File: src/hw/rtl/awbd_pkg.sv
// Shared types, constants and arithmetic helpers of the alpha weighted box downsampler.
package awbd_pkg;

  // Height limit, the widths that follow from it and the configuration port widths.
  localparam int unsigned MAX_HEIGHT = 4096;
  localparam int unsigned DIM_W      = 13;
  localparam int unsigned ROW_W      = 12;
  localparam int unsigned CFG_IDX_W  = 2;
  localparam int unsigned CFG_DATA_W = 13;

  // Configuration register indexes.
  typedef enum logic [CFG_IDX_W-1:0] {
    REG_SRC_WIDTH  = 2'd0,
    REG_SRC_HEIGHT = 2'd1,
    REG_ALPHA_MODE = 2'd2
  } cfg_reg_e;

  // One source pixel.
  typedef struct packed {
    logic [7:0] in_red;
    logic [7:0] in_green;
    logic [7:0] in_blue;
    logic [7:0] in_alpha;
  } in_pix_t;

  // One averaged output pixel.
  typedef struct packed {
    logic [7:0] out_red;
    logic [7:0] out_green;
    logic [7:0] out_blue;
    logic [7:0] out_alpha;
    logic       level_end;
  } out_pix_t;

  // One pixel with its color weighted by alpha (or by one).
  typedef struct packed {
    logic [15:0] r;
    logic [15:0] g;
    logic [15:0] b;
    logic [7:0]  a;
  } wpix_t;

  // Sum of two weighted pixels, as kept in the line buffer.
  typedef struct packed {
    logic [16:0] r;
    logic [16:0] g;
    logic [16:0] b;
    logic [8:0]  a;
  } psum_t;

  localparam int unsigned PSUM_W = $bits(psum_t);

  // Position flags of one item within the level.
  typedef struct packed {
    logic used;
    logic odd_x;
    logic odd_y;
    logic last;
  } pos_t;

  // Floor of x / 255 for x up to 65025, by reciprocal and rounding offset.
  function automatic logic [7:0] div255(input logic [15:0] x);
    logic [16:0] t;
    t = 17'(x) + 17'(x[15:8]) + 17'd1;
    return t[15:8];
  endfunction

  // Color times weight, where the weight is alpha or one.
  function automatic wpix_t weigh(input in_pix_t p, input logic mode);
    wpix_t w;
    if (mode) begin
      w.r = 16'(p.in_red) * 16'(p.in_alpha);
      w.g = 16'(p.in_green) * 16'(p.in_alpha);
      w.b = 16'(p.in_blue) * 16'(p.in_alpha);
    end else begin
      w.r = 16'(p.in_red);
      w.g = 16'(p.in_green);
      w.b = 16'(p.in_blue);
    end
    w.a = p.in_alpha;
    return w;
  endfunction

endpackage

File: src/hw/rtl/awbd_pos.sv
// Configuration registers and the column and row position of the next source item.
module awbd_pos #(
  parameter int unsigned MAX_WIDTH = 4096
) (
  input  logic                            clk_i,
  input  logic                            rst_ni,
  input  logic                            cfg_valid_i,
  input  logic [awbd_pkg::CFG_IDX_W-1:0]  cfg_index_i,
  input  logic [awbd_pkg::CFG_DATA_W-1:0] cfg_data_i,
  input  logic                            step_i,
  output awbd_pkg::pos_t                  pos_o,
  output logic [$clog2(MAX_WIDTH/2)-1:0]  idx_o,
  output logic                            alpha_mode_o
);

  localparam int unsigned XW  = $clog2(MAX_WIDTH);
  localparam int unsigned AW  = $clog2(MAX_WIDTH / 2);
  localparam int unsigned CW  = $clog2(MAX_WIDTH + 1);
  localparam int unsigned WW  = (CW > awbd_pkg::DIM_W) ? CW : awbd_pkg::DIM_W;
  localparam int unsigned HW  = awbd_pkg::DIM_W;
  localparam int unsigned YW  = awbd_pkg::ROW_W;

  logic [awbd_pkg::DIM_W-1:0] width_q, height_q;
  logic                       alpha_mode_q;
  logic [XW-1:0]              x_q;
  logic [YW-1:0]              y_q;

  logic [WW-1:0] w_raw, w_eff, used_w, x_ext;
  logic [HW-1:0] h_eff, used_h, y_ext;
  logic          in_used, last_col, last_row;

  // Clamp the dimensions and drop a trailing odd column or row.
  always_comb begin
    w_raw = WW'(width_q);
    if (w_raw < WW'(2)) begin
      w_eff = WW'(2);
    end else if (w_raw > WW'(MAX_WIDTH)) begin
      w_eff = WW'(MAX_WIDTH);
    end else begin
      w_eff = w_raw;
    end
    if (height_q < HW'(2)) begin
      h_eff = HW'(2);
    end else if (height_q > HW'(awbd_pkg::MAX_HEIGHT)) begin
      h_eff = HW'(awbd_pkg::MAX_HEIGHT);
    end else begin
      h_eff = height_q;
    end
    used_w = {w_eff[WW-1:1], 1'b0};
    used_h = {h_eff[HW-1:1], 1'b0};
  end

  // Position flags of the item at the current counters.
  always_comb begin
    x_ext        = WW'(x_q);
    y_ext        = HW'(y_q);
    in_used      = (x_ext < used_w) && (y_ext < used_h);
    last_col     = (x_ext == w_eff - WW'(1));
    last_row     = (y_ext == h_eff - HW'(1));
    pos_o.used   = in_used;
    pos_o.odd_x  = x_q[0];
    pos_o.odd_y  = y_q[0];
    pos_o.last   = (x_ext == used_w - WW'(1)) && (y_ext == used_h - HW'(1));
  end

  assign idx_o        = x_q[AW:1];
  assign alpha_mode_o = alpha_mode_q;

  // Writes to the listed registers restart the level; accepted items advance the counters.
  always_ff @(posedge clk_i or negedge rst_ni) begin
    if (!rst_ni) begin
      width_q      <= awbd_pkg::DIM_W'(256);
      height_q     <= awbd_pkg::DIM_W'(256);
      alpha_mode_q <= 1'b0;
      x_q          <= '0;
      y_q          <= '0;
    end else if (cfg_valid_i) begin
      unique case (awbd_pkg::cfg_reg_e'(cfg_index_i))
        awbd_pkg::REG_SRC_WIDTH: begin
          width_q <= cfg_data_i;
          x_q     <= '0;
          y_q     <= '0;
        end
        awbd_pkg::REG_SRC_HEIGHT: begin
          height_q <= cfg_data_i;
          x_q      <= '0;
          y_q      <= '0;
        end
        awbd_pkg::REG_ALPHA_MODE: begin
          alpha_mode_q <= cfg_data_i[0];
          x_q          <= '0;
          y_q          <= '0;
        end
        default: begin
          x_q <= x_q;
        end
      endcase
    end else if (step_i) begin
      if (last_col) begin
        x_q <= '0;
        y_q <= last_row ? '0 : y_q + YW'(1);
      end else begin
        x_q <= x_q + XW'(1);
      end
    end
  end

endmodule

File: config.mk
export PLATFORM = sky130hd
export DESIGN_NAME = awbd_pos
export DESIGN_NICKNAME = d
export VERILOG_FILES = /design/src/hw/rtl/awbd_pkg.sv /design/src/hw/rtl/awbd_pos.sv
export SDC_FILE = /design/constraint.sdc
export NUM_CORES = 1
export LEC_CHECK = 0
export BUFFER_PORTS_ARGS = -buffer_cell sky130_fd_sc_hd__buf_2
export CORE_ASPECT_RATIO = 1.75
export CORE_UTILIZATION = 51
export DETAILED_ROUTE_END_ITERATION = 8
export GPL_ROUTABILITY_DRIVEN = 0
export PLACE_DENSITY = 0.69
export SYNTH_ARGS = -nofsm -noshare
export SYNTH_HDL_FRONTEND = slang
export SYNTH_SLANG_ARGS = --single-unit
File: constraint.sdc
create_clock -name clk_i -period 5 [get_ports clk_i]
set_clock_uncertainty 0.1 [all_clocks]
set_input_delay 1 -clock clk_i [delete_from_list [all_inputs] [get_ports clk_i]]
set_output_delay 1 -clock clk_i [all_outputs]
set_load 0.005 [all_outputs]
Yosys cells after proc, flatten, opt, wreduce, memory -nomap -nowiden. Cells that the tools add are included. W data, S select, Z words.

Magnitude comparators: 6. Add/subtract/negate cells: 6. Equal/unequal tests: 7. Multiplexer cells: 12. Reductions and logical operators: 11.

Operators with widths (count): $mux W12 (8); $eq A12 B13 Y1 (4); $mux W13 (4); $sub A13 B1 Y13 const B (4); $gt A13 B13 Y1 const B (2); $lt A12 B13 Y1 (2); $lt A13 B2 Y1 const B (2); $add A12 B1 Y12 const B (2); $reduce_and A2 Y1 (4); $reduce_bool A2 Y1 (2); $reduce_and A3 Y1 (1); $reduce_or A3 Y1 (1); $eq A2 B1 Y1 const B (1); $eq A2 B2 Y1 const B (1); $logic_and A1 B1 Y1 (2); $logic_not A2 Y1 (1); $ne A2 B2 Y1 const B (1).

Logic and storage cells: 47. Input bits: 19. Register bits: 51. Output and inout bits: 16.

Depth between registers and ports, before layout.
Depth in word-level cells: 9. Mapped depth: 17. Gate-level depth less buffers: 14.

Worst setup path before layout. Ideal clock, no wire load.

Kind: register to output. From: register height_q[7] (netlist bit). To: output pos_o[0] (netlist bit). Arrival: 3.081 ns. Stages on the path, launching flop included: 14. Buffers on the path: 2. Setup slack: 0.819 ns. Required time: 3.900 ns. Cells stage by stage: dfrtp_1 -> or4_4 -> buf_6 -> nor4_1 -> o21bai_1 -> ha_1 -> clkbuf_1 -> xor2_1 -> xnor2_1 -> nor4_1 -> nand3_1 -> nor3b_1 -> nand4_1 -> nor4_1.

RTL lines: start, declared (RTL line awbd_pos.sv:23) `logic [awbd_pkg::DIM_W-1:0] width_q, height_q;`; start signal, assigned (RTL line awbd_pos.sv:73) `height_q <= awbd_pkg::DIM_W'(256);`; start signal, assigned (RTL line awbd_pos.sv:85) `height_q <= cfg_data_i;`; end, declared (RTL line awbd_pos.sv:11) `output awbd_pkg::pos_t pos_o,`.

==> impl_metrics.ini <==
[status]
status = completed

[critical_path]
r2r_slack_ns = 0.56
worstPathCellList = or4_4 > nor4_2 > o21bai_2 > ha_2 > xor2_1 > nand4_1 > nor4_1 > nand3_1 > nor3b_1 > nand4_1 > nor4_2 > buf_2
crit_buf_inv = 1
slowest_delay_ns = 0.59
crit_family = simple AND/OR/NAND/NOR gates
r2r-start = height_q[7]$_DFFE_PN0P_
critPathLaunchType = flip-flop
critPathKind = flip-flop to output pin
crit_slowest_cell = or4_4
regToRegEndpoint = y_q[4]$_DFFE_PN0P_
ff2ff_path_depth = 11
cp-end-kind = output pin
path_max_fanout = 6
required_ns = 3.90
cp.arrival_ns = 3.71

[clocking]
cts_tree = done
ctsResizeCount = 0
path_clk_slew_ns = 0.06
cts.path.max_buffers = 2
htreeDepth = 2
cts_buffers = 5
cts_root_buf = clkbuf_16
clk_latency_ns = 0.30
post_cts_buffers = 0
hold_buffers = 0
clock_sinks = 51

[timing]
hold_slack_ns = 0.425
drv_slew = 0
slew_headroom_pct = 31.2
period_needed_ns = 4.81
tightest_slew_ns = 1.03
period_share_pct = 96.2
final-setup-viol-count = 0
rsz0062_at_grt = false
fmax_ghz = 0.208
final-hold-violation-count = 0
fin_setup_tns_ns = 0

[global_routing]
grt_pass1_vias = 4525
grt-ovfl-total = 0
antenna_found_initial = 0
grt_max_degree = 52
grt_usage_pct = 30.3
grt_pass1_wl_um = 22500

[floorplanning]
fp-row-count = 46
ios = 35
die_h_um = 131
fp.coreArea_um2 = 9090
dieArea_um2 = 9850
die_x_um = 75.5
start_util_pct = 53.0

[worst_hold_path]
min_path_cells = 1
min_path_type = flip-flop to flip-flop
hold_end = alpha_mode_o$_DFFE_PN0P_
hp-start = alpha_mode_o$_DFFE_PN0P_

[finish]
drive_above_1_share_pct = 18.5
final_cells = 709
final_cell_mix = 46 x dfrtp_1, 37 x nor2_1, 35 x nand2_1, 34 x buf_2
antennaDiodeCount = 0
final_common_cell = dfrtp_1
fin_util_pct = 57.7
area_delta_synth_final_pct = 8.86
fill_cells = 871
nNetsFinal = 635

[synthesis]
netlist_instances = 573
synth_seq_cells = 51
ys_types = 72
synth_edf_count = 0
synth-async-reset-ratio_pct = 100
synthesis.nets = 620
ys_seq_area_share_pct = 26.6
syn_area_per_cell_um2 = 8.40
netlist_area_um2 = 4820
synth_ff_type = dfrtp_1
yosys_warnings = 0

[job]
cap_violations = 0

[placed_design]
hpwl_um = 10800
dp_cells = 701
portBuffers = 34

[power_and_ir_drop]
power_density_nw_per_um2 = 317
leakage_nw = 2.17
peakVddDrop_uv = 200
power_mw = 1.66

[routing]
via_per_inst = 6.49
drt_pass1_iterations = 6
totalWireLength_um = 13900
wire_per_inst_um = 19.6
drt_iter0_drc = 345
drc = 0
ant_nets = 0
via_count = 4603
==> worst reg2reg max path, stage by stage (launching register included) <==
cell      delay, ns
dfrtp_1        0.41
or4_4          0.59
nor4_2         0.32
o21bai_2       0.18
ha_1           0.37
o31a_1         0.34
o21ai_0        0.23
o211ai_1       0.14
or4_1          0.54
o31ai_2        0.51
or2_1          0.43
o31ai_1        0.14
==> logic make-up (layout without fill, tap and decap cells) <==
family                   count (synthesis)  in the layout  share of synthesized area (%)
AND/OR/NAND/NOR                        204            204                           23.6
AO/OA/AOI/OAI                          153            153                           22.2
buffers and inverters                   66             82                           5.90
flip-flops                              51             51                           26.6
XOR/XNOR                                44             44                           8.00
adder cells (fa/ha/maj)                 28             28                           7.27
multiplexers                            27             27                           6.52
==> flip-flops by register name, summed over array words and instances (netlist names) <==
| register | count |
|---|---|
| alpha_mode_o | 1 |
| height_q | 13 |
| w_raw | 13 |
| x_q | 12 |
| y_q | 12 |
==> synthesized netlist by cell type, types with 11 or more instances <==
cell | count | share of area [%]
dfrtp_1 | 49 | 25
nor2_1 | 37 | 2.9
nand2_1 | 35 | 2.7
clkbuf_1 | 30 | 2.3
ha_1 | 28 | 7.3
a21oi_1 | 27 | 2.8
xnor2_1 | 26 | 4.7
mux2_2 | 25 | 5.8
inv_1 | 24 | 1.9
o21ai_0 | 21 | 2.2
nand2b_1 | 18 | 2.3
nand3_1 | 18 | 1.9
xor2_1 | 18 | 3.3
nor2b_1 | 15 | 1.9
o21a_1 | 14 | 2.2
o31ai_1 | 13 | 2.0
nor4_1 | 11 | 1.4
o21ai_1 | 11 | 1.1
==> per-stage QoR <==
| step | setup slack [ns] | instance area [um^2] |
|---|---|---|
| global route | 0.0132 | 5240 |
| detailed placement | 0.351 | 5070 |
| floorplan | 0.819 | 4820 |
| CTS | 0.0180 | 5220 |
| global placement | 0.383 | 5070 |
| finish | 0.191 | 5240 |
==> how the worst max path moves through the flow <==
stage / startpoint / endpoint / slack (ns) / cells past startpoint
3_3_place_gp: height_q[7]$_DFFE_PN0P_ / pos_o[0] / 0.38 / 12
3_5_place_dp: height_q[7]$_DFFE_PN0P_ / pos_o[0] / 0.35 / 12
6_report: height_q[7]$_DFFE_PN0P_ / pos_o[0] / 0.19 / 12
4_1_cts: height_q[7]$_DFFE_PN0P_ / pos_o[0] / 0.02 / 12
2_1_floorplan: height_q[7]$_DFFE_PN0P_ / pos_o[0] / 0.82 / 13
5_1_grt: height_q[7]$_DFFE_PN0P_ / pos_o[0] / 0.01 / 12
==> final cells by class <==
class / instances / area [um^2] / share of cell area [%]
Inverter: 24 / 90.1 / 1.72
Clock buffer: 7 / 143 / 2.72
Multi-Input combinational cell: 456 / 3280 / 62.6
Timing Repair Buffer: 50 / 290 / 5.54
Sequential cell: 51 / 1280 / 24.5
Clock inverter: 1 / 5.00 / 0.0955
Tap cell: 120 / 150 / 2.86
==> per-layer routing <==
layer	wire length (um)	global-route usage [%]	up-vias
met5	0	0	-
li1	-	-	2145
met3	603	4.75	69
met4	952	19.9	0
met2	7260	54.0	172
met1	5080	31.7	2217
==> power by group <==
part / leakage, nW / switching, mW / internal, mW
sequential: 0.647 / 0.0969 / 0.462
clock: 0.0739 / 0.149 / 0.199
combinational: 1.44 / 0.427 / 0.330
total: 2.17 / 0.673 / 0.990
Note: power is estimated with default switching activity, not from simulation.
