===== src/hw/rtl/awbd_pkg.sv =====
// Shared types, constants and arithmetic helpers of the alpha weighted box downsampler.
package awbd_pkg;

  // Height limit, the widths that follow from it and the configuration port widths.
  localparam int unsigned MAX_HEIGHT = 4096;
  localparam int unsigned DIM_W      = 13;
  localparam int unsigned ROW_W      = 12;
  localparam int unsigned CFG_IDX_W  = 2;
  localparam int unsigned CFG_DATA_W = 13;

  // Configuration register indexes.
  typedef enum logic [CFG_IDX_W-1:0] {
    REG_SRC_WIDTH  = 2'd0,
    REG_SRC_HEIGHT = 2'd1,
    REG_ALPHA_MODE = 2'd2
  } cfg_reg_e;

  // One source pixel.
  typedef struct packed {
    logic [7:0] in_red;
    logic [7:0] in_green;
    logic [7:0] in_blue;
    logic [7:0] in_alpha;
  } in_pix_t;

  // One averaged output pixel.
  typedef struct packed {
    logic [7:0] out_red;
    logic [7:0] out_green;
    logic [7:0] out_blue;
    logic [7:0] out_alpha;
    logic       level_end;
  } out_pix_t;

  // One pixel with its color weighted by alpha (or by one).
  typedef struct packed {
    logic [15:0] r;
    logic [15:0] g;
    logic [15:0] b;
    logic [7:0]  a;
  } wpix_t;

  // Sum of two weighted pixels, as kept in the line buffer.
  typedef struct packed {
    logic [16:0] r;
    logic [16:0] g;
    logic [16:0] b;
    logic [8:0]  a;
  } psum_t;

  localparam int unsigned PSUM_W = $bits(psum_t);

  // Position flags of one item within the level.
  typedef struct packed {
    logic used;
    logic odd_x;
    logic odd_y;
    logic last;
  } pos_t;

  // Floor of x / 255 for x up to 65025, by reciprocal and rounding offset.
  function automatic logic [7:0] div255(input logic [15:0] x);
    logic [16:0] t;
    t = 17'(x) + 17'(x[15:8]) + 17'd1;
    return t[15:8];
  endfunction

  // Color times weight, where the weight is alpha or one.
  function automatic wpix_t weigh(input in_pix_t p, input logic mode);
    wpix_t w;
    if (mode) begin
      w.r = 16'(p.in_red) * 16'(p.in_alpha);
      w.g = 16'(p.in_green) * 16'(p.in_alpha);
      w.b = 16'(p.in_blue) * 16'(p.in_alpha);
    end else begin
      w.r = 16'(p.in_red);
      w.g = 16'(p.in_green);
      w.b = 16'(p.in_blue);
    end
    w.a = p.in_alpha;
    return w;
  endfunction

endpackage


===== src/hw/rtl/awbd_avg.sv =====
// Block sum and averaging of one 2x2 block into an output pixel.
module awbd_avg (
  input  awbd_pkg::wpix_t   px_i,
  input  awbd_pkg::wpix_t   pair_i,
  input  awbd_pkg::psum_t   row_i,
  input  logic              alpha_mode_i,
  input  logic              last_i,
  output awbd_pkg::psum_t   pair_sum_o,
  output awbd_pkg::out_pix_t pix_o
);

  awbd_pkg::psum_t ps;
  logic [17:0]     sr, sg, sb;
  logic [9:0]      sa;

  // Horizontal pair sum, then the full block sum with the even row.
  always_comb begin
    ps.r = 17'(pair_i.r) + 17'(px_i.r);
    ps.g = 17'(pair_i.g) + 17'(px_i.g);
    ps.b = 17'(pair_i.b) + 17'(px_i.b);
    ps.a = 9'(pair_i.a) + 9'(px_i.a);
    sr   = 18'(ps.r) + 18'(row_i.r);
    sg   = 18'(ps.g) + 18'(row_i.g);
    sb   = 18'(ps.b) + 18'(row_i.b);
    sa   = 10'(ps.a) + 10'(row_i.a);
  end

  assign pair_sum_o = ps;

  // Color: divide by 1020 as a quarter then a divide by 255, or by 4 alone; alpha is a quarter of the sum or 255.
  always_comb begin
    if (alpha_mode_i) begin
      pix_o.out_red   = awbd_pkg::div255(sr[17:2]);
      pix_o.out_green = awbd_pkg::div255(sg[17:2]);
      pix_o.out_blue  = awbd_pkg::div255(sb[17:2]);
      pix_o.out_alpha = sa[9:2];
    end else begin
      pix_o.out_red   = sr[9:2];
      pix_o.out_green = sg[9:2];
      pix_o.out_blue  = sb[9:2];
      pix_o.out_alpha = 8'hFF;
    end
    pix_o.level_end = last_i;
  end

endmodule


===== config.mk =====
export PLATFORM = sky130hd
export DESIGN_NAME = awbd_avg
export DESIGN_NICKNAME = d
export VERILOG_FILES = /design/src/hw/rtl/awbd_pkg.sv /design/src/hw/rtl/awbd_avg.sv
export SDC_FILE = /design/constraint.sdc
export NUM_CORES = 1
export LEC_CHECK = 0
export BUFFER_PORTS_ARGS = -buffer_cell sky130_fd_sc_hd__buf_2
export CORE_MARGIN = 8
export CORE_UTILIZATION = 26
export DETAILED_ROUTE_END_ITERATION = 8
export GPL_ROUTABILITY_DRIVEN = 0
export PLACE_DENSITY = 0.5
export SETUP_SLACK_MARGIN = 0.3
export SLEW_MARGIN = 0
export SYNTH_ARGS = -nofsm -noshare
export SYNTH_HDL_FRONTEND = slang
export SYNTH_SLANG_ARGS = --single-unit

===== constraint.sdc =====
create_clock -name vclk -period 9.7
set_clock_uncertainty 0.1 [all_clocks]
set_input_delay 1.94 -clock vclk [all_inputs]
set_output_delay 1.94 -clock vclk [all_outputs]
set_load 0.005 [all_outputs]

## Word level (Yosys, flattened, before mapping)

Cells that the tools add are included.

- Flip-flop bits (word level): 0
- Bits in latches: 0
- Bits in writable memories: 0
- ROM bits: 0
- Input port bits: 174
- Output and inout bits: 93
- Word-level logic and storage cells: 15
- Memories kept: 0

- Add/subtract/negate cells: 14
- Multiply operators: 0
- Div/mod/pow operators: 0
- $lt $le $gt $ge: 0
- Eq/ne operators: 0
- Shifts and indexed selects: 0
- Muxes and demuxes: 1
- Bitwise logic cells: 0
- Reductions and logical operators: 0

Operators by type and width:

| operator | count |
|---|---|
| 17-bit by 17-bit adder with 18-bit output | 3 |
| 16-bit by 16-bit adder with 17-bit output | 3 |
| 16-bit by 1-bit adder with 16-bit output (second input constant) | 3 |
| 16-bit by 8-bit adder with 16-bit output | 3 |
| 32-bit 2-to-1 mux | 1 |
| 9-bit by 9-bit adder with 10-bit output | 1 |
| 8-bit by 8-bit adder with 9-bit output | 1 |

## Depth between registers and ports, before layout

Gate-level depths: netlist of the first run.

- Word-level depth: 5
- Mapped depth: 29
- Mapped depth without buffers: 29

## Least setup slack after synthesis of the first run

Ideal clock, no wire load.

- Path type: in2out
- Start: input port px_i[8] (netlist bit)
- End: output port pix_o[16] (netlist bit)
- Arrival: 7157 ps
- Data required time: 7660 ps
- Setup slack: 503 ps
- Cell stages on the path: 28
- Buffers on the path: 0
- Cell sequence: ha_1 > inv_1 > fa_1 > nor2b_1 > o21ai_0 > a21boi_0 > o21ai_0 > a21boi_0 > o2111ai_1 > nand2_1 > nor2_1 > xnor2_1 > ha_1 > and3_1 > and3_1 > a32oi_1 > a31oi_1 > a21boi_0 > xnor2_1 > ha_1 > a21oi_1 > nand3_1 > a311oi_1 > a311oi_1 > or2_2 > a41o_1 > and4_1 > o31ai_1

RTL lines:

| element | line | RTL |
|---|---|---|
| start: declaration | awbd_avg.sv:3 | `input awbd_pkg::wpix_t px_i,` |
| end: declaration | awbd_avg.sv:9 | `output awbd_pkg::out_pix_t pix_o` |

==> report_table.html, run 1 <==
<table>
<tr><th>Metric</th><th>Value</th></tr>
<tr><th colspan="2">Status</th></tr>
<tr><td>Result of the run</td><td>completed</td></tr>
<tr><th colspan="2">Routing</th></tr>
<tr><td>Count of unresolved DRC violations after routing</td><td>0</td></tr>
<tr><td>First-pass DRT Iterations</td><td>5</td></tr>
<tr><td>Via density</td><td>5.18</td></tr>
<tr><td>Mean routed wirelength per cell</td><td>15.4 um</td></tr>
<tr><td>Initial detailed-routing violation count</td><td>304</td></tr>
<tr><td>Total length of routed wires</td><td>~24000 um</td></tr>
<tr><td>Antenna-violating nets left</td><td>0</td></tr>
<tr><td>Number of vias after detailed routing</td><td>just over 8000</td></tr>
<tr><th colspan="2">Synth</th></tr>
<tr><td>Number of cells produced by synthesis</td><td>between 900 and 1000</td></tr>
<tr><td>Synthesized area</td><td>6620 um^2</td></tr>
<tr><td>Part of the Yosys area used for sequential elements</td><td>0</td></tr>
<tr><td>Cell variety after synth</td><td>77</td></tr>
<tr><td>Mean instance size in the synthesized netlist</td><td>7.23 um^2</td></tr>
<tr><td>Total nets after synthesis</td><td>1231</td></tr>
<tr><td>Warnings, synthesis</td><td>0</td></tr>
<tr><th colspan="2">Global routing</th></tr>
<tr><td>Antenna violations before repair</td><td>0</td></tr>
<tr><td>Vias in the first global route</td><td>7782</td></tr>
<tr><td>First-pass GRT wire length</td><td>about 37000 um</td></tr>
<tr><td>Global-route total usage across every layer</td><td>0.139</td></tr>
<tr><td>Total overflow reported by the global router</td><td>0</td></tr>
<tr><td>Pin count of the biggest net entering global routing</td><td>42</td></tr>
<tr><th colspan="2">Timing</th></tr>
<tr><td>Endpoints failing setup</td><td>0</td></tr>
<tr><td>Shortest clock period the worst path allows after layout</td><td>9.32 ns</td></tr>
<tr><td>Achievable frequency</td><td>107 MHz</td></tr>
<tr><td>Final Hold Viols</td><td>0</td></tr>
<tr><td>Total negative slack</td><td>0 ns</td></tr>
<tr><td>Actual slew at the worst max-slew pin</td><td>0.829 ns</td></tr>
<tr><td>Post-layout worst setup margin</td><td>a little under 0.4 ns</td></tr>
<tr><td>Period utilization</td><td>0.960</td></tr>
<tr><td>RSZ-0062 raised after global routing</td><td>true</td></tr>
<tr><td>Final number of max-transition violations</td><td>0</td></tr>
<tr><td>Slew Limit Headroom</td><td>0.447</td></tr>
<tr><th colspan="2">Die</th></tr>
<tr><td>Starting density of the core</td><td>0.264</td></tr>
<tr><td>Area of the core region</td><td>between 20000 and 30000 um^2</td></tr>
<tr><td>Num ports</td><td>267</td></tr>
<tr><td>Number of placement rows</td><td>between 50 and 60</td></tr>
<tr><td>Die area</td><td>30800 um^2</td></tr>
<tr><td>Horizontal die dimension</td><td>176 um</td></tr>
<tr><td>Die outline height</td><td>176 um</td></tr>
<tr><th colspan="2">Worst hold path</th></tr>
<tr><td>Path type of the worst min-delay path</td><td>primary input to primary output</td></tr>
<tr><td>Depth of the worst hold-timing path</td><td>0</td></tr>
<tr><th colspan="2">Worst setup path</th></tr>
<tr><td>Kind of capture point of the worst setup path</td><td>primary output</td></tr>
<tr><td>Cell type of the slowest stage on the worst timing path</td><td>fa_2</td></tr>
<tr><td>Class of the most critical setup path</td><td>primary input to primary output</td></tr>
<tr><td>Largest stage delay on the critical path</td><td>0.36 ns</td></tr>
<tr><td>Maximum net fanout on the critical path</td><td>5</td></tr>
<tr><td>Category of the worst setup path launch point</td><td>primary input</td></tr>
<tr><td>Crit path arrival time</td><td>7.28 ns</td></tr>
<tr><td>Req. time, crit path</td><td>around 7.7 ns</td></tr>
<tr><th colspan="2">Power and ir drop</th></tr>
<tr><td>Peak supply drop</td><td>0.0684 mV</td></tr>
<tr><td>Pwr/cell area</td><td>208 nW/um^2</td></tr>
<tr><td>LEAKAGE</td><td>4.53 nW</td></tr>
<tr><th colspan="2">Place</th></tr>
<tr><td>Post-placement worst setup slack</td><td>-0.0903 ns</td></tr>
<tr><td>Number of port buffers</td><td>265</td></tr>
<tr><td>Final HPWL DP</td><td>20400 um</td></tr>
<tr><th colspan="2">Cells and area</th></tr>
<tr><td>Post-synthesis to final-layout area growth</td><td>42.4%</td></tr>
<tr><td>N_diodes</td><td>0</td></tr>
<tr><td>Clock buf count</td><td>0</td></tr>
<tr><td>Fraction of final layout cells with drive strength greater than 1</td><td>0.364</td></tr>
<tr><td>Nets@finish</td><td>1554</td></tr>
<tr><td>Area used by sequential logic in the layout</td><td>0 um^2</td></tr>
<tr><td>Number of sequential cells in the layout</td><td>0</td></tr>
<tr><th colspan="2">Job</th></tr>
<tr><td>Number of maximum-capacitance constraint violations</td><td>0</td></tr>
</table>
-- area by class of cell --
type                       instances  area (um^2)
fill                            2715        15700
timing repair buffer             339         1930
tap                              330          413
multi-input combinational        852         6910
inverter                          46          173
-- per-stage QoR --
stage / power [mW] / utilization / cells / area, um^2 / hold WS (ns)
2_1_floorplan: 1.10 / - / 916 / 6620 / 3.86
3_3_place_gp: 1.68 / 0.341 / 1530 / 8560 / 3.78
3_5_place_dp: 1.68 / 0.341 / 1530 / 8560 / 3.78
4_1_cts: 1.74 / 0.349 / 1542 / 8760 / 3.78
5_1_grt: 2.16 / 0.375 / 1567 / 9420 / 3.78
6_report: 1.96 / 0.375 / 1567 / 9420 / 3.78
-- synth_stat cells, types with 4 or more instances --
cell type	n	area share
a2111o_1	4	0.0068
a211o_1	9	0.012
a211oi_1	11	0.012
a21boi_0	4	0.0045
a21o_1	25	0.028
a21oi_1	71	0.054
a221oi_1	6	0.0079
a311oi_1	5	0.0066
a31oi_1	22	0.021
a41oi_1	4	0.0053
and2_1	12	0.011
and3_1	20	0.019
and4_1	8	0.011
clkbuf_1	15	0.0085
fa_1	4	0.012
ha_1	137	0.26
inv_1	46	0.026
nand2_1	66	0.037
nand2b_1	6	0.0057
nand3_1	46	0.035
nand4_1	6	0.0057
nor2_1	64	0.036
nor2b_1	13	0.012
nor3_1	36	0.027
o2111ai_1	6	0.0079
o211ai_1	8	0.0091
o21a_1	14	0.016
o21ai_0	39	0.029
o21bai_1	11	0.012
o311ai_0	4	0.0053
o31a_1	4	0.0053
o31ai_1	10	0.011
o41ai_1	5	0.0066
or2_2	13	0.012
or3_1	14	0.013
or4_1	9	0.010
xnor2_1	63	0.083
xor2_1	17	0.022
-- worst paths after layout --
check                 start         to  slack [ns]
setup / recovery  pair_i[8]  pix_o[10]        0.38
hold / removal       last_i   pix_o[0]        3.78
-- cell usage in the layout (no fill, tap or decap), drive strengths merged, types with 14 or more instances in the layout --
cell type / synthesis / layout
xor2: 17 / 17
nand3: 46 / 46
and3: 20 / 20
inv: 46 / 46
xnor2: 63 / 63
o21a: 14 / 14
or3: 15 / 15
nor3: 39 / 39
nor2: 64 / 64
a21oi: 71 / 71
nand2: 66 / 66
or2: 15 / 15
buf: 3 / 339
o21ai: 40 / 40
a21o: 25 / 25
a31oi: 23 / 23
ha: 137 / 137
-- where the power goes --
group          total (mW)  switching [mW]  internal [mW]  leakage, nW
registers               0               0              0            0
logic                1.96            1.07          0.894         4.53
clock network           0               0              0            0
-- worst max-delay path, delay by kind of cell --
family | cells | cell delay, ns
XOR/XNOR | 2 | 0.31
buffers and inverters | 7 | 0.67
AND/OR/NAND/NOR | 7 | 1.00
adder cells (fa/ha/maj) | 4 | 1.10
AO/OA/AOI/OAI | 13 | 2.25
-- timing repair --
| item | CTS | global route |
|---|---|---|
| gates resized for setup | 27 | 93 |
| endpoints found under the setup margin | 18 | 24 |
| hold buffers | 0 | 0 |
| pin swaps | 16 | 79 |
| hold endpoints to repair | 0 | 0 |
| buffers inserted | 12 | 25 |
-- cells by family (layout without fill, tap and decap cells) --
group,Yosys count,in the layout,synth area share
AO/OA/AOI/OAI,298,298,0.317
AND/OR/NAND/NOR,330,330,0.260
multiplexers,1,1,0.00151
buffers and inverters,64,385,0.0371
XOR/XNOR,82,82,0.113
adder cells (fa/ha/maj),141,141,0.271
-- per-layer routing --
metal  share of wire  GRT usage  up-vias
met5               0          0        -
met3           0.051     0.0200       21
li1                -          -     4185
met1            0.46      0.178     3708
met2            0.48      0.249      198
met4           0.013     0.0201        0
Power figures use the tool's default switching activity.
==> run 2, diff against run 1 <==
--- a/config.mk
+++ b/config.mk
@@ -11,6 +11,7 @@
 export DETAILED_ROUTE_END_ITERATION = 8
 export GPL_ROUTABILITY_DRIVEN = 0
 export PLACE_DENSITY = 0.5
+export RECOVER_POWER = 50
 export SETUP_SLACK_MARGIN = 0.3
 export SLEW_MARGIN = 0
 export SYNTH_ARGS = -nofsm -noshare
==> report_table.html, run 2 (synthesis results as in run 1) <==
<table>
<tr><th>Metric</th><th>Value</th></tr>
<tr><th colspan="2">Status</th></tr>
<tr><td>Result of the run</td><td>completed</td></tr>
<tr><th colspan="2">Routing</th></tr>
<tr><td>First-pass DRT Iterations</td><td>6</td></tr>
<tr><td>Uppermost layer routed</td><td>met4</td></tr>
<tr><td>Count of unresolved DRC violations after routing</td><td>0</td></tr>
<tr><td>Total met2 wirelength after detailed routing</td><td>11500 um</td></tr>
<tr><td>Initial detailed-routing violation count</td><td>281</td></tr>
<tr><td>Mean routed wirelength per cell</td><td>15.4 um</td></tr>
<tr><td>Total length of routed wires</td><td>24200 um</td></tr>
<tr><td>Post-Route M1 WL</td><td>11100 um</td></tr>
<tr><td>Via density</td><td>5.20</td></tr>
<tr><td>Number of vias after detailed routing</td><td>about 8100</td></tr>
<tr><td>Met3 wire length</td><td>approximately 1300 um</td></tr>
<tr><td>Antenna-violating nets left</td><td>0</td></tr>
<tr><th colspan="2">Power and ir drop</th></tr>
<tr><td>Pwr/cell area</td><td>209 nW/um^2</td></tr>
<tr><td>Clock power frac</td><td>0</td></tr>
<tr><td>Proportion of total power due to net switching</td><td>0.547</td></tr>
<tr><td>Net Switching</td><td>1.07 mW</td></tr>
<tr><td>Cell-internal power</td><td>0.886 mW</td></tr>
<tr><td>Power Total</td><td>1.95 mW</td></tr>
<tr><td>Comb power frac</td><td>1.000</td></tr>
<tr><td>Proportion of power drawn by flip-flops and latches</td><td>0</td></tr>
<tr><td>LEAKAGE</td><td>4.45 nW</td></tr>
<tr><td>Peak supply drop</td><td>between 0.06 and 0.07 mV</td></tr>
<tr><th colspan="2">Timing</th></tr>
<tr><td>Period utilization</td><td>0.965</td></tr>
<tr><td>Final Hold Viols</td><td>0</td></tr>
<tr><td>Total negative slack</td><td>0 ns</td></tr>
<tr><td>Achievable frequency</td><td>between 100 and 150 MHz</td></tr>
<tr><td>Final number of max-transition violations</td><td>0</td></tr>
<tr><td>Shortest clock period the worst path allows after layout</td><td>9.36 ns</td></tr>
<tr><td>Slew Limit Headroom</td><td>0.450</td></tr>
<tr><td>Endpoints failing setup</td><td>0</td></tr>
<tr><td>RSZ-0062 raised after global routing</td><td>true</td></tr>
<tr><td>Worst Hold Slack</td><td>3.78 ns</td></tr>
<tr><td>Actual slew at the worst max-slew pin</td><td>0.825 ns</td></tr>
<tr><th colspan="2">Die</th></tr>
<tr><td>Area of the core region</td><td>25100 um^2</td></tr>
<tr><td>Horizontal die dimension</td><td>176 um</td></tr>
<tr><td>Num ports</td><td>between 200 and 300</td></tr>
<tr><td>Starting density of the core</td><td>0.264</td></tr>
<tr><td>Number of placement rows</td><td>58</td></tr>
<tr><td>Die outline height</td><td>roughly 180 um</td></tr>
<tr><td>Die area</td><td>between 30000 and 40000 um^2</td></tr>
<tr><th colspan="2">Worst setup path</th></tr>
<tr><td>Req. time, crit path</td><td>about 7.7 ns</td></tr>
<tr><td>Kind of capture point of the worst setup path</td><td>primary output</td></tr>
<tr><td>Maximum net fanout on the critical path</td><td>5</td></tr>
<tr><td>Stages on the worst setup path</td><td>33</td></tr>
<tr><td>Category of the worst setup path launch point</td><td>primary input</td></tr>
<tr><td>WP buf/inv</td><td>8</td></tr>
<tr><td>Cell type with the highest occurrence count on the critical path</td><td>buf_4</td></tr>
<tr><td>Largest stage delay on the critical path</td><td>0.37 ns</td></tr>
<tr><td>Family of cells with the greatest summed delay on the critical path</td><td>compound AO/OA/AOI/OAI gates</td></tr>
<tr><td>Crit path arrival time</td><td>7.32 ns</td></tr>
<tr><td>Cell type of the slowest stage on the worst timing path</td><td>fa_2</td></tr>
<tr><td>Class of the most critical setup path</td><td>primary input to primary output</td></tr>
<tr><th colspan="2">Global routing</th></tr>
<tr><td>Vias in the first global route</td><td>around 8000</td></tr>
<tr><td>Pin count of the biggest net entering global routing</td><td>42</td></tr>
<tr><td>Antenna violations before repair</td><td>0</td></tr>
<tr><td>Global-route total usage across every layer</td><td>0.139</td></tr>
<tr><td>Total overflow reported by the global router</td><td>0</td></tr>
<tr><td>First-pass GRT wire length</td><td>37400 um</td></tr>
<tr><th colspan="2">Clocking</th></tr>
<tr><td>Number of buffers inserted by hold repair at cts</td><td>0</td></tr>
<tr><th colspan="2">Cells and area</th></tr>
<tr><td>Leading cell type in the layout, fill and taps excluded</td><td>buf_2</td></tr>
<tr><td>N_diodes</td><td>0</td></tr>
<tr><td>Number of sequential cells in the layout</td><td>0</td></tr>
<tr><td>Fraction of final layout cells with drive strength greater than 1</td><td>0.331</td></tr>
<tr><td>Post-synthesis to final-layout area growth</td><td>41.0%</td></tr>
<tr><td>Filler Cells Inserted</td><td>roughly 2700</td></tr>
<tr><td>Combined area of the multi-input logic cells</td><td>just under 7000 um^2</td></tr>
<tr><td>Most frequent cells in the layout</td><td>229 x buf_2, 129 x ha_1, 71 x buf_4</td></tr>
<tr><td>Core utilization of the finished layout</td><td>0.372</td></tr>
<tr><td>Nets@finish</td><td>1554</td></tr>
<tr><td>Area used by sequential logic in the layout</td><td>0 um^2</td></tr>
<tr><td>Clock buf count</td><td>0</td></tr>
<tr><th colspan="2">Job</th></tr>
<tr><td>Number of maximum-capacitance constraint violations</td><td>0</td></tr>
<tr><th colspan="2">Worst hold path</th></tr>
<tr><td>Path type of the worst min-delay path</td><td>primary input to primary output</td></tr>
<tr><td>Depth of the worst hold-timing path</td><td>0</td></tr>
<tr><th colspan="2">Place</th></tr>
<tr><td>Final HPWL DP</td><td>between 20000 and 25000 um</td></tr>
<tr><td>Number of port buffers</td><td>265</td></tr>
</table>
==> run 2: cell types whose count changed in the layout (fill, tap and decap cells not counted), sizes merged <==
cell	before	now
buf	339	308
clkbuf	0	31
==> run 2: worst paths after layout <==
kind / from / endpoint
min: last_i / pix_o[0]
max: pair_i[8] / pix_o[10]
==> run 2: area by class of cell <==
cell class,count,share of cell area
tap,330,0.0442
timing repair buffer,339,0.203
multi-input combinational,852,0.735
inverter,46,0.0185
==> run 2: layer usage <==
layer | vias up | global-route usage
met3 | 22 | 0.0200
li1 | 4189 | -
met2 | 208 | 0.249
met5 | - | 0
met4 | 0 | 0.0201
met1 | 3724 | 0.178
==> run 2: power by group through the flow <==
stage	Sequential, mW	Clock (mW)	Combinational [mW]
finish	0	0	1.95
global placement	0	0	1.68
global route	0	0	2.15
CTS	0	0	1.74
detailed placement	0	0	1.68
floorplan	0	0	1.10
==> run 2: per-stage QoR <==
step / setup WS (ns) / instances / cell area, um^2
after floorplan: 0.503 / 916 / 6620
after global placement: 0.0808 / 1530 / 8560
after detailed placement: -0.0903 / 1530 / 8560
after CTS: 0.276 / 1542 / 8760
after global routing: -0.0152 / 1567 / 9330
final: 0.343 / 1567 / 9330
==> run 2: timing repair <==
| item | 4_1_cts | 5_1_grt |
|---|---|---|
| resized for setup | 27 | 93 |
| buffers inserted | 12 | 25 |
| endpoints found under the setup margin | 18 | 24 |
| pin swaps | 16 | 79 |
==> run 3, diff against run 2 <==
--- a/config.mk
+++ b/config.mk
@@ -6,6 +6,7 @@
 export NUM_CORES = 1
 export LEC_CHECK = 0
 export BUFFER_PORTS_ARGS = -buffer_cell sky130_fd_sc_hd__buf_2
+export CORE_ASPECT_RATIO = 1.25
 export CORE_MARGIN = 8
 export CORE_UTILIZATION = 26
 export DETAILED_ROUTE_END_ITERATION = 8
==> report_table.html, run 3 (synthesis results as in run 1) <==
<table>
<tr><th>Metric</th><th>Value</th></tr>
<tr><th colspan="2">Routing</th></tr>
<tr><td>Initial detailed-routing violation count</td><td>316</td></tr>
<tr><td>Antenna-violating nets left</td><td>0</td></tr>
<tr><td>Mean routed wirelength per cell</td><td>15.6 um</td></tr>
<tr><td>First-pass DRT Iterations</td><td>5</td></tr>
<tr><td>Count of unresolved DRC violations after routing</td><td>0</td></tr>
<tr><td>Total length of routed wires</td><td>roughly 24000 um</td></tr>
<tr><td>Via density</td><td>5.19</td></tr>
<tr><td>Number of vias after detailed routing</td><td>8112</td></tr>
<tr><th colspan="2">Timing</th></tr>
<tr><td>Shortest clock period the worst path allows after layout</td><td>9.34 ns</td></tr>
<tr><td>Final Hold Viols</td><td>0</td></tr>
<tr><td>RSZ-0062 raised after global routing</td><td>true</td></tr>
<tr><td>Endpoints failing setup</td><td>0</td></tr>
<tr><td>Slew Limit Headroom</td><td>0.476</td></tr>
<tr><td>Final number of max-transition violations</td><td>0</td></tr>
<tr><td>Total negative slack</td><td>0 ns</td></tr>
<tr><td>Actual slew at the worst max-slew pin</td><td>0.786 ns</td></tr>
<tr><td>Achievable frequency</td><td>107 MHz</td></tr>
<tr><td>Period utilization</td><td>0.963</td></tr>
<tr><th colspan="2">Worst setup path</th></tr>
<tr><td>Category of the worst setup path launch point</td><td>primary input</td></tr>
<tr><td>Class of the most critical setup path</td><td>primary input to primary output</td></tr>
<tr><td>Crit. Startpoint</td><td>px_i[41]</td></tr>
<tr><td>Maximum net fanout on the critical path</td><td>5</td></tr>
<tr><td>Setup crit end</td><td>pix_o[30]</td></tr>
<tr><td>Crit path arrival time</td><td>7.30 ns</td></tr>
<tr><td>Kind of capture point of the worst setup path</td><td>primary output</td></tr>
<tr><td>Req. time, crit path</td><td>around 7.7 ns</td></tr>
<tr><th colspan="2">Cells and area</th></tr>
<tr><td>N_diodes</td><td>0</td></tr>
<tr><td>Leading cell type in the layout, fill and taps excluded</td><td>buf_2</td></tr>
<tr><td>Post-synthesis to final-layout area growth</td><td>38.9%</td></tr>
<tr><td>Nets@finish</td><td>1545</td></tr>
<tr><td>Clock buf count</td><td>0</td></tr>
<tr><td>Core utilization of the finished layout</td><td>0.366</td></tr>
<tr><td>Most frequent cells in the layout</td><td>234 x buf_2, 131 x ha_1, 64 x nand2_1</td></tr>
<tr><td>Fraction of final layout cells with drive strength greater than 1</td><td>0.323</td></tr>
<tr><td>Number of sequential cells in the layout</td><td>0</td></tr>
<tr><td>Area used by sequential logic in the layout</td><td>0 um^2</td></tr>
<tr><td>Filler Cells Inserted</td><td>~2700</td></tr>
<tr><th colspan="2">Die</th></tr>
<tr><td>Number of placement rows</td><td>65</td></tr>
<tr><td>Horizontal die dimension</td><td>approximately 160 um</td></tr>
<tr><td>Num ports</td><td>267</td></tr>
<tr><td>Die outline height</td><td>between 150 and 200 um</td></tr>
<tr><td>Area of the core region</td><td>25100 um^2</td></tr>
<tr><td>Starting density of the core</td><td>0.263</td></tr>
<tr><td>Die area</td><td>30900 um^2</td></tr>
<tr><th colspan="2">Power and ir drop</th></tr>
<tr><td>LEAKAGE</td><td>around 4.4 nW</td></tr>
<tr><td>Peak supply drop</td><td>0.0796 mV</td></tr>
<tr><td>Cell-internal power</td><td>0.875 mW</td></tr>
<tr><td>Pwr/cell area</td><td>212 nW/um^2</td></tr>
<tr><td>Proportion of total power due to net switching</td><td>0.551</td></tr>
<tr><td>Clock power frac</td><td>0</td></tr>
<tr><td>Proportion of power drawn by flip-flops and latches</td><td>0</td></tr>
<tr><td>Net Switching</td><td>about 1.1 mW</td></tr>
<tr><td>Comb power frac</td><td>1.000</td></tr>
<tr><th colspan="2">Global routing</th></tr>
<tr><td>Vias in the first global route</td><td>8077</td></tr>
<tr><td>Total overflow reported by the global router</td><td>0</td></tr>
<tr><td>Antenna violations before repair</td><td>0</td></tr>
<tr><td>Pin count of the biggest net entering global routing</td><td>42</td></tr>
<tr><td>First-pass GRT wire length</td><td>38700 um</td></tr>
<tr><td>Global-route total usage across every layer</td><td>0.143</td></tr>
<tr><th colspan="2">Status</th></tr>
<tr><td>Result of the run</td><td>completed</td></tr>
<tr><th colspan="2">Place</th></tr>
<tr><td>Number of port buffers</td><td>265</td></tr>
<tr><td>Final HPWL DP</td><td>21000 um</td></tr>
<tr><th colspan="2">Job</th></tr>
<tr><td>Number of maximum-capacitance constraint violations</td><td>0</td></tr>
<tr><th colspan="2">Worst hold path</th></tr>
<tr><td>Path type of the worst min-delay path</td><td>primary input to primary output</td></tr>
</table>
==> run 3: changes by cell type in the layout (fill, tap and decap cells not counted), sizes merged <==
cell / change
buf: -8
clkbuf: -1
==> run 3: worst min path at each step <==
stage,from,end,slack (ns),depth (start not counted)
floorplan,last_i,pix_o[0],3.86,1
global placement,last_i,pix_o[0],3.78,0
detailed placement,last_i,pix_o[0],3.78,0
CTS,last_i,pix_o[0],3.78,0
global route,last_i,pix_o[0],3.78,0
finish,last_i,pix_o[0],3.78,0
==> run 3: through the flow <==
stage,setup slack [ns],instances,hold WS (ns),cell area (um^2),total power [mW]
finish,0.364,1563,3.78,9200,1.95
global route,0.0448,1563,3.78,9200,2.14
CTS,0.229,1540,3.78,8670,1.72
detailed placement,-0.0972,1537,3.78,8580,1.67
global placement,0.115,1537,3.78,8580,1.67
floorplan,0.503,916,3.86,6620,1.10
==> run 3: critical path, stage by stage <==
cell and delay (ns):
buf_2 0.11, ha_1 0.28, a21o_1 0.21, a21oi_2 0.17
o21ai_0 0.14, a211oi_1 0.33, o31ai_1 0.17, o41ai_1 0.28
clkbuf_1 0.24, o21bai_1 0.08, a21oi_1 0.17, xnor2_1 0.18
ha_2 0.37, a21oi_1 0.14, inv_1 0.08, a31oi_2 0.18
xnor2_1 0.13, ha_1 0.33, o211ai_1 0.09, a211o_1 0.31
o32ai_4 0.36, o2111ai_2 0.18, buf_4 0.18, a2111o_1 0.40
nand3_1 0.08, buf_2 0.15
==> run 3: area by class of cell <==
class,instances,area (um^2),area share
timing repair buffer,330,1790,0.195
multi-input combinational,852,6810,0.741
tap,335,419,0.0456
inverter,46,173,0.0188
==> run 3: metal layers <==
| layer | GRT usage | routed length, um | vias to the layer above | part of all wire |
|---|---|---|---|---|
| li1 | - | - | 4156 | - |
| met5 | 0 | 0 | - | 0 |
| met3 | 0.0290 | 1480 | 35 | 0.061 |
| met1 | 0.170 | 10500 | 3671 | 0.43 |
| met4 | 0.0261 | 555 | 0 | 0.023 |
| met2 | 0.262 | 11800 | 250 | 0.48 |
==> run 3: repair_timing <==
item	CTS	global route
hold buffers	0	0
gates resized for setup	15	92
setup buffers	3	23
setup endpoints to repair	17	24
pin swaps	6	66
==> run 3: power by group through the flow <==
stage | Sequential (mW) | Clock (mW) | Combinational (mW)
2_1_floorplan | 0 | 0 | 1.10
3_3_place_gp | 0 | 0 | 1.67
3_5_place_dp | 0 | 0 | 1.67
4_1_cts | 0 | 0 | 1.72
5_1_grt | 0 | 0 | 2.14
6_report | 0 | 0 | 1.95
